## config.mk

```make
export PLATFORM = sky130hd
export DESIGN_NAME = ecu_update_pipe
export DESIGN_NICKNAME = d
export VERILOG_FILES = /design/src/design/ecu_pkg.sv /design/src/design/ecu_update_pipe.sv
export SDC_FILE = /design/constraint.sdc
export NUM_CORES = 2
export LEC_CHECK = 0
export ABC_AREA = 1
export BUFFER_PORTS_ARGS = -buffer_cell sky130_fd_sc_hd__buf_2
export CORE_ASPECT_RATIO = 1.75
export CORE_MARGIN = 2
export CORE_UTILIZATION = 40
export CTS_CLUSTER_DIAMETER = 120
export DETAILED_ROUTE_END_ITERATION = 16
export GPL_ROUTABILITY_DRIVEN = 1
export PLACE_DENSITY = 0.66
export SLEW_MARGIN = 20
export SYNTH_ARGS = -nofsm -noshare
export SYNTH_HDL_FRONTEND = slang
export SYNTH_SLANG_ARGS = --single-unit
```

## constraint.sdc

```tcl
create_clock -name clock -period 8.15 [get_ports clock]
set_input_delay 0 -clock clock [delete_from_list [all_inputs] [get_ports clock]]
set_output_delay 0 -clock clock [all_outputs]
set_load 0.1 [all_outputs]
```

## src/design/ecu_pkg.sv

```systemverilog
// Shared types and constants of the EWMA covariance update unit.
// Used by the top level, the update pipeline and the port checker.
package ecu_pkg;

   // fixed field widths
   localparam int SAMPLE_BITS     = 16;
   localparam int COV_BITS        = 48;
   localparam int ENTRY_IDX_BITS  = 3;
   localparam int DECAY_BITS      = 16;
   localparam int DIM_BITS        = 4;
   localparam int CSR_DATA_BITS   = 16;
   localparam int CSR_INDEX_BITS  = 1;
   localparam int LAMBDA_FRAC     = 15;

   localparam int MAX_DIM_DEFAULT = 8;

   localparam logic [DECAY_BITS-1:0] DECAY_ONE   = 16'h8000;
   localparam logic [DECAY_BITS-1:0] DECAY_RESET = 16'd30802;
   localparam logic [DIM_BITS-1:0]   DIM_RESET   = 4'd8;

   localparam logic signed [COV_BITS-1:0] COV_MAX_VAL = {1'b0, {(COV_BITS-1){1'b1}}};
   localparam logic signed [COV_BITS-1:0] COV_MIN_VAL = {1'b1, {(COV_BITS-1){1'b0}}};

   // command codes
   localparam logic CMD_LOAD   = 1'b0;
   localparam logic CMD_SAMPLE = 1'b1;

   // register indexes
   localparam logic [CSR_INDEX_BITS-1:0] CSR_DECAY     = 1'b0;
   localparam logic [CSR_INDEX_BITS-1:0] CSR_DIMENSION = 1'b1;

   typedef struct packed {
      logic                             cmd;
      logic [ENTRY_IDX_BITS-1:0]        entry_row;
      logic [ENTRY_IDX_BITS-1:0]        entry_col;
      logic signed [COV_BITS-1:0]       init_value;
      logic signed [SAMPLE_BITS-1:0]    sample;
   } ecu_req_type;

   typedef struct packed {
      logic [ENTRY_IDX_BITS-1:0]        out_row;
      logic [ENTRY_IDX_BITS-1:0]        out_col;
      logic signed [COV_BITS-1:0]       cov_value;
      logic                             saturated;
      logic                             last;
   } ecu_rsp_type;

   typedef struct packed {
      logic [ENTRY_IDX_BITS-1:0]        row;
      logic [ENTRY_IDX_BITS-1:0]        col;
      logic                             last;
   } ecu_tag_type;

   typedef struct packed {
      logic                             s1_vld;
      logic                             s2_vld;
   } ecu_pipe_status_type;

endpackage

```

## src/design/ecu_update_pipe.sv

```systemverilog
// Two-stage multiply and round/saturate pipeline for one covariance entry.
// Depends on ecu_pkg; the old entry arrives from the memory in the cycle after issue.
module ecu_update_pipe
   import ecu_pkg::*;
(
   input  logic                          clock,
   input  logic                          reset,
   input  logic                          issue_vld,
   input  ecu_tag_type                   issue_tag,
   input  logic signed [SAMPLE_BITS-1:0] sample,
   input  logic signed [SAMPLE_BITS-1:0] partner,
   input  logic signed [COV_BITS-1:0]    old_value,
   input  logic [DECAY_BITS-1:0]         lambda,
   output logic                          res_vld,
   output ecu_rsp_type                   res,
   output ecu_pipe_status_type           status
);

   localparam int HI_BITS   = COV_BITS - LAMBDA_FRAC;
   localparam int LAM_BITS  = DECAY_BITS + 1;
   localparam int PROD_BITS = 2 * SAMPLE_BITS;
   localparam int PHI_BITS  = HI_BITS + LAM_BITS;
   localparam int PLO_BITS  = LAMBDA_FRAC + DECAY_BITS;
   localparam int PW_BITS   = PROD_BITS + LAM_BITS;
   localparam int RND_BITS  = PLO_BITS + 1 - LAMBDA_FRAC;
   localparam int SUM_A     = (PHI_BITS > PW_BITS + 1) ? PHI_BITS : PW_BITS + 1;
   localparam int SUM_BITS  = SUM_A + 1;
   localparam logic [PLO_BITS:0] ROUND_HALF = (PLO_BITS+1)'(1) << (LAMBDA_FRAC - 1);

   logic                         s1_vld_ff, s1_vld_in;
   ecu_tag_type                  s1_tag_ff, s1_tag_in;
   logic signed [PROD_BITS-1:0]  prod_ff, prod_in;

   logic                         s2_vld_ff, s2_vld_in;
   ecu_tag_type                  s2_tag_ff, s2_tag_in;
   logic signed [PHI_BITS-1:0]   phi_ff, phi_in;
   logic [PLO_BITS-1:0]          plo_ff, plo_in;
   logic signed [PW_BITS-1:0]    pw_ff, pw_in;

   logic signed [HI_BITS-1:0]    old_hi;
   logic [LAMBDA_FRAC-1:0]       old_lo;
   logic signed [LAM_BITS-1:0]   lam_s;
   logic signed [LAM_BITS-1:0]   weight_s;
   logic [PLO_BITS:0]            rnd_full;
   logic [RND_BITS-1:0]          rnd;
   logic [SUM_BITS-1:0]          sum;
   logic                         in_range;

   // stage 1: u_j * u_m, old entry read from memory meanwhile
   always_comb begin
      s1_vld_in = issue_vld;
      s1_tag_in = issue_tag;
      prod_in   = sample * partner;
   end

   // stage 2: lambda * old (split at the Q15 point) and (1-lambda) * product
   always_comb begin
      old_hi    = old_value[COV_BITS-1:LAMBDA_FRAC];
      old_lo    = old_value[LAMBDA_FRAC-1:0];
      lam_s     = $signed({1'b0, lambda});
      weight_s  = $signed({1'b0, DECAY_ONE - lambda});
      s2_vld_in = s1_vld_ff;
      s2_tag_in = s1_tag_ff;
      phi_in    = old_hi * lam_s;
      plo_in    = old_lo * lambda;
      pw_in     = prod_ff * weight_s;
   end

   always_ff @(posedge clock) begin
      if (reset) begin
         s1_vld_ff <= 1'b0;
         s2_vld_ff <= 1'b0;
      end else begin
         s1_vld_ff <= s1_vld_in;
         s2_vld_ff <= s2_vld_in;
      end
      s1_tag_ff <= s1_tag_in;
      prod_ff   <= prod_in;
      s2_tag_ff <= s2_tag_in;
      phi_ff    <= phi_in;
      plo_ff    <= plo_in;
      pw_ff     <= pw_in;
   end

   // round half up on the low part, add the doubled sample term, clip
   always_comb begin
      rnd_full = {1'b0, plo_ff} + ROUND_HALF;
      rnd      = rnd_full[PLO_BITS:LAMBDA_FRAC];
      sum      = SUM_BITS'($signed(phi_ff))
               + SUM_BITS'(rnd)
               + (SUM_BITS'($signed(pw_ff)) << 1);
      in_range = (&sum[SUM_BITS-1:COV_BITS-1]) || !(|sum[SUM_BITS-1:COV_BITS-1]);

      res.out_row   = s2_tag_ff.row;
      res.out_col   = s2_tag_ff.col;
      res.last      = s2_tag_ff.last;
      res.saturated = !in_range;
      if (in_range) begin
         res.cov_value = sum[COV_BITS-1:0];
      end else if (sum[SUM_BITS-1]) begin
         res.cov_value = COV_MIN_VAL;
      end else begin
         res.cov_value = COV_MAX_VAL;
      end
      res_vld       = s2_vld_ff;
      status.s1_vld = s1_vld_ff;
      status.s2_vld = s2_vld_ff;
   end

endmodule

```

# Yosys cells after proc, flatten, opt, wreduce, memory -nomap -nowiden
# Index checks and enable logic that the tools add are counted.
[totals]
ff_bits = 178
latch_bits = 0
mem_bits_rw = 0
rom_bits = 0
input_bits = 106
output_inout_bits = 59
wordCells = 27
n_memories = 0
[op_classes]
add_sub_neg = 4
mul = 4
div = 0
order_cmp = 0
n_eq_ne = 0
shift = 0
muxes = 2
bitwise = 0
reduce_logical = 5
[op_table]
columns = ["cell", "n"]
rows = [
  ["$mux W48", 2],
  ["$add A50 B18 Y51", 1],
  ["$add A51 B51 Y51", 1],
  ["$mul A33 B17 Y50", 1],
  ["$mul A32 B17 Y49", 1],
  ["$add A31 B15 Y32 const B", 1],
  ["$mul A16 B16 Y32", 1],
  ["$mul A15 B16 Y31", 1],
  ["$sub A16 B16 Y16 const A", 1],
  ["$reduce_and A4 Y1", 1],
  ["$reduce_or A4 Y1", 1],
  ["$logic_not A1 Y1", 2],
  ["$logic_or A1 B1 Y1", 1],
]

# Longest topological paths before layout
[logic_depth]
ltp_word = 7
depth_mapped = 39
depth_no_buf = 35

# Least setup slack after synthesis
# No wires, ideal clock.
[synth_path]
path_kind = "input to register"
from = "input port lambda[0]"
to = "register pw_ff[47]"
setup_time_ns = 0.072
arrival_time_ns = 6.455
required_time_ns = 8.078
path_slack_ns = 1.624
path_stages = 24
path_buffers = 3
path_cell_list = "buf_2 -> clkbuf_1 -> buf_1 -> inv_1 -> ha_1 -> or2_2 -> nand2_1 -> nor2_1 -> fa_1 -> fa_1 -> fa_1 -> fa_1 -> fa_1 -> inv_1 -> fa_1 -> inv_1 -> ha_1 -> nand2_1 -> nor2_1 -> inv_1 -> nor4_1 -> nand3_1 -> o211ai_1 -> xor2_1"
[synth_via]
elab_chain_cells = 2
[synth_lines]
columns = ["element", "line", "source"]
rows = [
  ["start, declared", "ecu_update_pipe.sv:13", "input logic [DECAY_BITS-1:0] lambda,"],
  ["$sub A16 B16 Y16", "ecu_update_pipe.sv:61", "weight_s = $signed({1'b0, DECAY_ONE - lambda});"],
  ["$mul A32 B17 Y49", "ecu_update_pipe.sv:66", "pw_in = prod_ff * weight_s;"],
  ["named net pw_in[47]", "ecu_update_pipe.sv:38", "logic signed [PW_BITS-1:0] pw_ff, pw_in;"],
  ["end signal, assigned", "ecu_update_pipe.sv:82", "pw_ff <= pw_in;"],
  ["end, declared", "ecu_update_pipe.sv:38", ""],
]
# The timed path passes the listed nets, and every way through them passes these cells.
# A chain may end at the register's enable or synchronous reset.

# Worst setup path in the final report
[layout_path]
from = "register prod_ff[31]"
to = "register pw_ff[43]"
[layout_via]
elab_chain_cells = 1
[layout_lines]
columns = ["element", "line", "source"]
rows = [
  ["start, declared", "ecu_update_pipe.sv:32", "logic signed [PROD_BITS-1:0] prod_ff, prod_in;"],
  ["start signal, assigned", "ecu_update_pipe.sv:78", "prod_ff <= prod_in;"],
  ["$mul A32 B17 Y49", "ecu_update_pipe.sv:66", ""],
  ["named net pw_in[43]", "ecu_update_pipe.sv:38", ""],
]
# The timed path passes the listed nets, and every way through them passes these cells.

==> flow_metrics.env <==
export IMPL_status="finished clean"
export IMPL_tns_ns=0
export IMPL_ctsHtreeMaxLevel=4
export IMPL_syn_num_nets=10400
export IMPL_cp_common_cell="fa_1"
export IMPL_multi_input_area_sq_um=50700
export IMPL_drv_cap=0
export IMPL_cp_start_kind="flop"
export IMPL_synthFlopType="dfxtp_1"
export IMPL_die_w_um=307
export IMPL_design_area_sq_um=67800
export IMPL_clock_skew_ns=0.0192
export IMPL_synth_area_top_cells="fa_1, inv_1, nand2_1, ha_1, dfxtp_1"
export IMPL_gr_total_overflow=0
export IMPL_port_buffers=164
export IMPL_crit_chain="buf_4 > clkinv_1 > nor2_1 > fa_1 > fa_1 > fa_1 > fa_1 > fa_1 > inv_1 > fa_1 > inv_1 > ha_1 > nand2_1 > nor2_1 > inv_1 > nor4_1 > nand3_1 > nand4_1 > xor2_1"
export IMPL_synth_largest_area_cell="fa_1"
export IMPL_post_cts_resized=0
export IMPL_hold_path_startpoint="old_value[16]"
export IMPL_io_pins=165
export IMPL_antenna_found_initial=8
export IMPL_slew_limit_headroom_pct=40.2
export IMPL_synthesis_yosys_warnings=0
export IMPL_path_class="flop to flop"
export IMPL_arrival_ns=7.97
export IMPL_fmax_ghz=0.133
export IMPL_vias_per_cell=5.08
export IMPL_path_clk_slew_ns=0.07
export IMPL_core_sq_um=160000
export IMPL_cts_tree="yes"
export IMPL_r2r_end="pw_ff[43]"
export IMPL_grt_max_degree=49
export IMPL_antenna_left=0
export IMPL_core_rowCount=194
export IMPL_drc=0
export IMPL_fillers=16200
export IMPL_worst_hold_path_endpoint="phi_ff[1]"
export IMPL_fin_crit_sh_pct=92.0
export IMPL_whs_path_depth=4
export IMPL_drtPass1Iterations=9
export IMPL_placed_area_sq_um=67000
export IMPL_vias=52600
export IMPL_slew_viol_final=0
export IMPL_cp_num_buf_inv=5
export IMPL_crit_path_end_kind="flop"
export IMPL_post_drt_wl_per_cell_um=19.9
export IMPL_cts_sinks=164
export IMPL_gp_congestion=1.01
export IMPL_worstHoldPathType="input pin to flop"
export IMPL_routed_wl_mm=206
export IMPL_rsz0062_at_grt="false"
export IMPL_r2r_cells=19
export IMPL_clockBufferDepth=3
export IMPL_finalSetupViolCount=0
export IMPL_ctsRootBufferMaster="clkbuf_16"
export IMPL_initial_core_util_pct=40.3
export IMPL_reg2reg_slack_ns=0.65
export IMPL_post_route_util_pct=42.5
export IMPL_synthCells=8326
export IMPL_ys_async_sr_fraction_pct=0
export IMPL_critical_path_max_stage_delay_ns=0.91
export IMPL_layout_drive_gt1_share_pct=3.92
export IMPL_dp_hpwl_mm=174
export IMPL_hold_ws_ns=0.0453
export IMPL_synthToLayoutAreaGrowth_pct=5.39
export IMPL_slowest_stage="fa_1"
export IMPL_hold_viol=0
export IMPL_cp_max_fo=10
export IMPL_die_area_sq_um=164000
export IMPL_worstPathRequired_ns=8.63
export IMPL_grt_total_usage_pct=25.6
export IMPL_seq_area_sq_um=3280
export IMPL_layout_min_cycle_time_ns=7.50
export IMPL_critPathTopFamily="adder cells"
export IMPL_yosysTopAreaCellShare_pct=45.1
export IMPL_grt_pass1_wl_mm=322
export IMPL_drt_iter0_markers=3150
export IMPL_fin_nets=10300
export IMPL_grt_pass1_vias=59000
export IMPL_tightest_slew_ns=0.889
export IMPL_numCtsBuffers=25
export IMPL_r2r_start="prod_ff[31]"
export IMPL_die_h_um=535
export IMPL_synth_seq_cells=164
export IMPL_synth_edff_count=0
export IMPL_netlist_area_sq_um=64400
export IMPL_synth_area_per_cell_sq_um=7.73
export IMPL_ys_seq_area_share_pct=5.10
export IMPL_ys_types=50
export IMPL_clk_latency_ns=0.55
timing repair:
action                    4_1_cts  5_1_grt
hold endpoints to repair       11        0
hold buffers                   12        0
buffers inserted                0        0
metal layers:
metal / routed length, um / share of wire [%] / GRT usage (%)
met5: 53 / 0.026 / 0
met4: 15200 / 7.4 / 16.3
met3: 11100 / 5.4 / 2.88
met2: 109000 / 53 / 48.0
met1: 70400 / 34 / 26.8
through the flow:
| stage | worst slack [ns] | cells |
|---|---|---|
| after floorplan | 1.62 | 8326 |
| after global placement | 0.422 | 10300 |
| after detailed placement | 0.416 | 10300 |
| after CTS | 0.734 | 10300 |
| after global routing | 0.460 | 10300 |
| final | 0.654 | 10300 |
cell type report:
| class | instances | share of cell area [%] |
|---|---|---|
| repair buffers | 246 | 2.18 |
| clock inverters | 5 | 0.0848 |
| diodes | 2 | 0.00738 |
| flip-flops and latches | 164 | 4.84 |
| clock buffers | 28 | 0.953 |
| well taps | 2058 | 3.80 |
| multi-input cells | 5428 | 74.8 |
| inverters | 2416 | 13.4 |
cell usage in the layout, fill, tap and decap left out, types with 8 or more instances in the layout:
| master | count |
|---|---|
| dlygate4sd3_1 | 12 |
| nor2_1 | 498 |
| o21bai_1 | 28 |
| nor3_1 | 28 |
| a21oi_1 | 220 |
| xnor2_1 | 66 |
| ha_1 | 495 |
| and2_1 | 8 |
| nor4_1 | 21 |
| or2_2 | 22 |
| dfxtp_1 | 164 |
| fa_1 | 1450 |
| xor2_1 | 128 |
| clkbuf_16 | 25 |
| o211ai_1 | 9 |
| inv_2 | 9 |
| o21ai_0 | 133 |
| a31oi_1 | 28 |
| inv_1 | 2397 |
| nand3_1 | 154 |
| clkinv_1 | 10 |
| buf_2 | 163 |
| a21o_1 | 19 |
| buf_4 | 70 |
| nand2_1 | 2009 |
| nand4_1 | 43 |
| o21a_1 | 9 |
worst max path at each step:
stage,from,end,slack (ns),cells past startpoint
detailed placement,lambda[2],pw_ff[43],0.42,28
finish,prod_ff[31],pw_ff[43],0.65,19
floorplan,lambda[0],pw_ff[47],1.62,24
global placement,lambda[2],pw_ff[43],0.42,28
CTS,prod_ff[31],pw_ff[43],0.73,19
global route,prod_ff[31],pw_ff[43],0.46,19
worst register-to-register path: stages, from the launching register on:
cell and delay, ns:
dfxtp_1 0.30, buf_4 0.21, clkinv_1 0.43, nor2_1 0.43, fa_1 0.60, fa_1 0.91
fa_1 0.53, fa_1 0.49, fa_1 0.53, inv_1 0.05, fa_1 0.48, inv_1 0.05
ha_1 0.47, nand2_1 0.15, nor2_1 0.29, inv_1 0.12, nor4_1 0.79, nand3_1 0.30
nand4_1 0.16, xor2_1 0.14
synthesized netlist by cell type, types with 4 or more instances:
library cell and n:
nor3_1 28, o21a_1 9, a211oi_1 6, buf_4 7, a31o_2 4, a21o_1 19, buf_6 4, xnor2_1 66
inv_2 9, ha_1 495, dfxtp_1 164, o21ai_0 133, xor2_1 129, nor4_1 21, nand2_1 2009, fa_1 1450
a21oi_1 220, clkinv_1 10, nand3_1 154, inv_1 2397, nand2_2 7, nor2_1 498, a31oi_1 28, o211ai_1 9
a21boi_0 7, and3_1 5, buf_2 15, nand4_1 43, clkbuf_1 262, buf_1 26, o221ai_1 4, or2_2 22
o21bai_1 28, nor2_2 7, and2_1 8
cell families after synthesis:
| family | after synthesis | synth area share, % |
|---|---|---|
| AO/OA/AOI/OAI | 474 | 4.13 |
| XOR/XNOR | 195 | 2.65 |
| adder cells (fa/ha/maj) | 1945 | 54.7 |
| buffers and inverters | 2734 | 16.1 |
| flip-flops | 164 | 5.10 |
| AND/OR/NAND/NOR | 2814 | 17.3 |
state kept, by name, summed over array words and instances, names as in the netlist:
name and cells:
phi_ff 50, pw_ff 49, prod_ff 32, plo_ff 17, res 7, s1_tag_ff 7
res_vld 1, s1_vld_ff 1
Power is left out: the tool's default activity adds up to more than one toggle a clock period on the data nets, which glitch-free logic cannot reach.
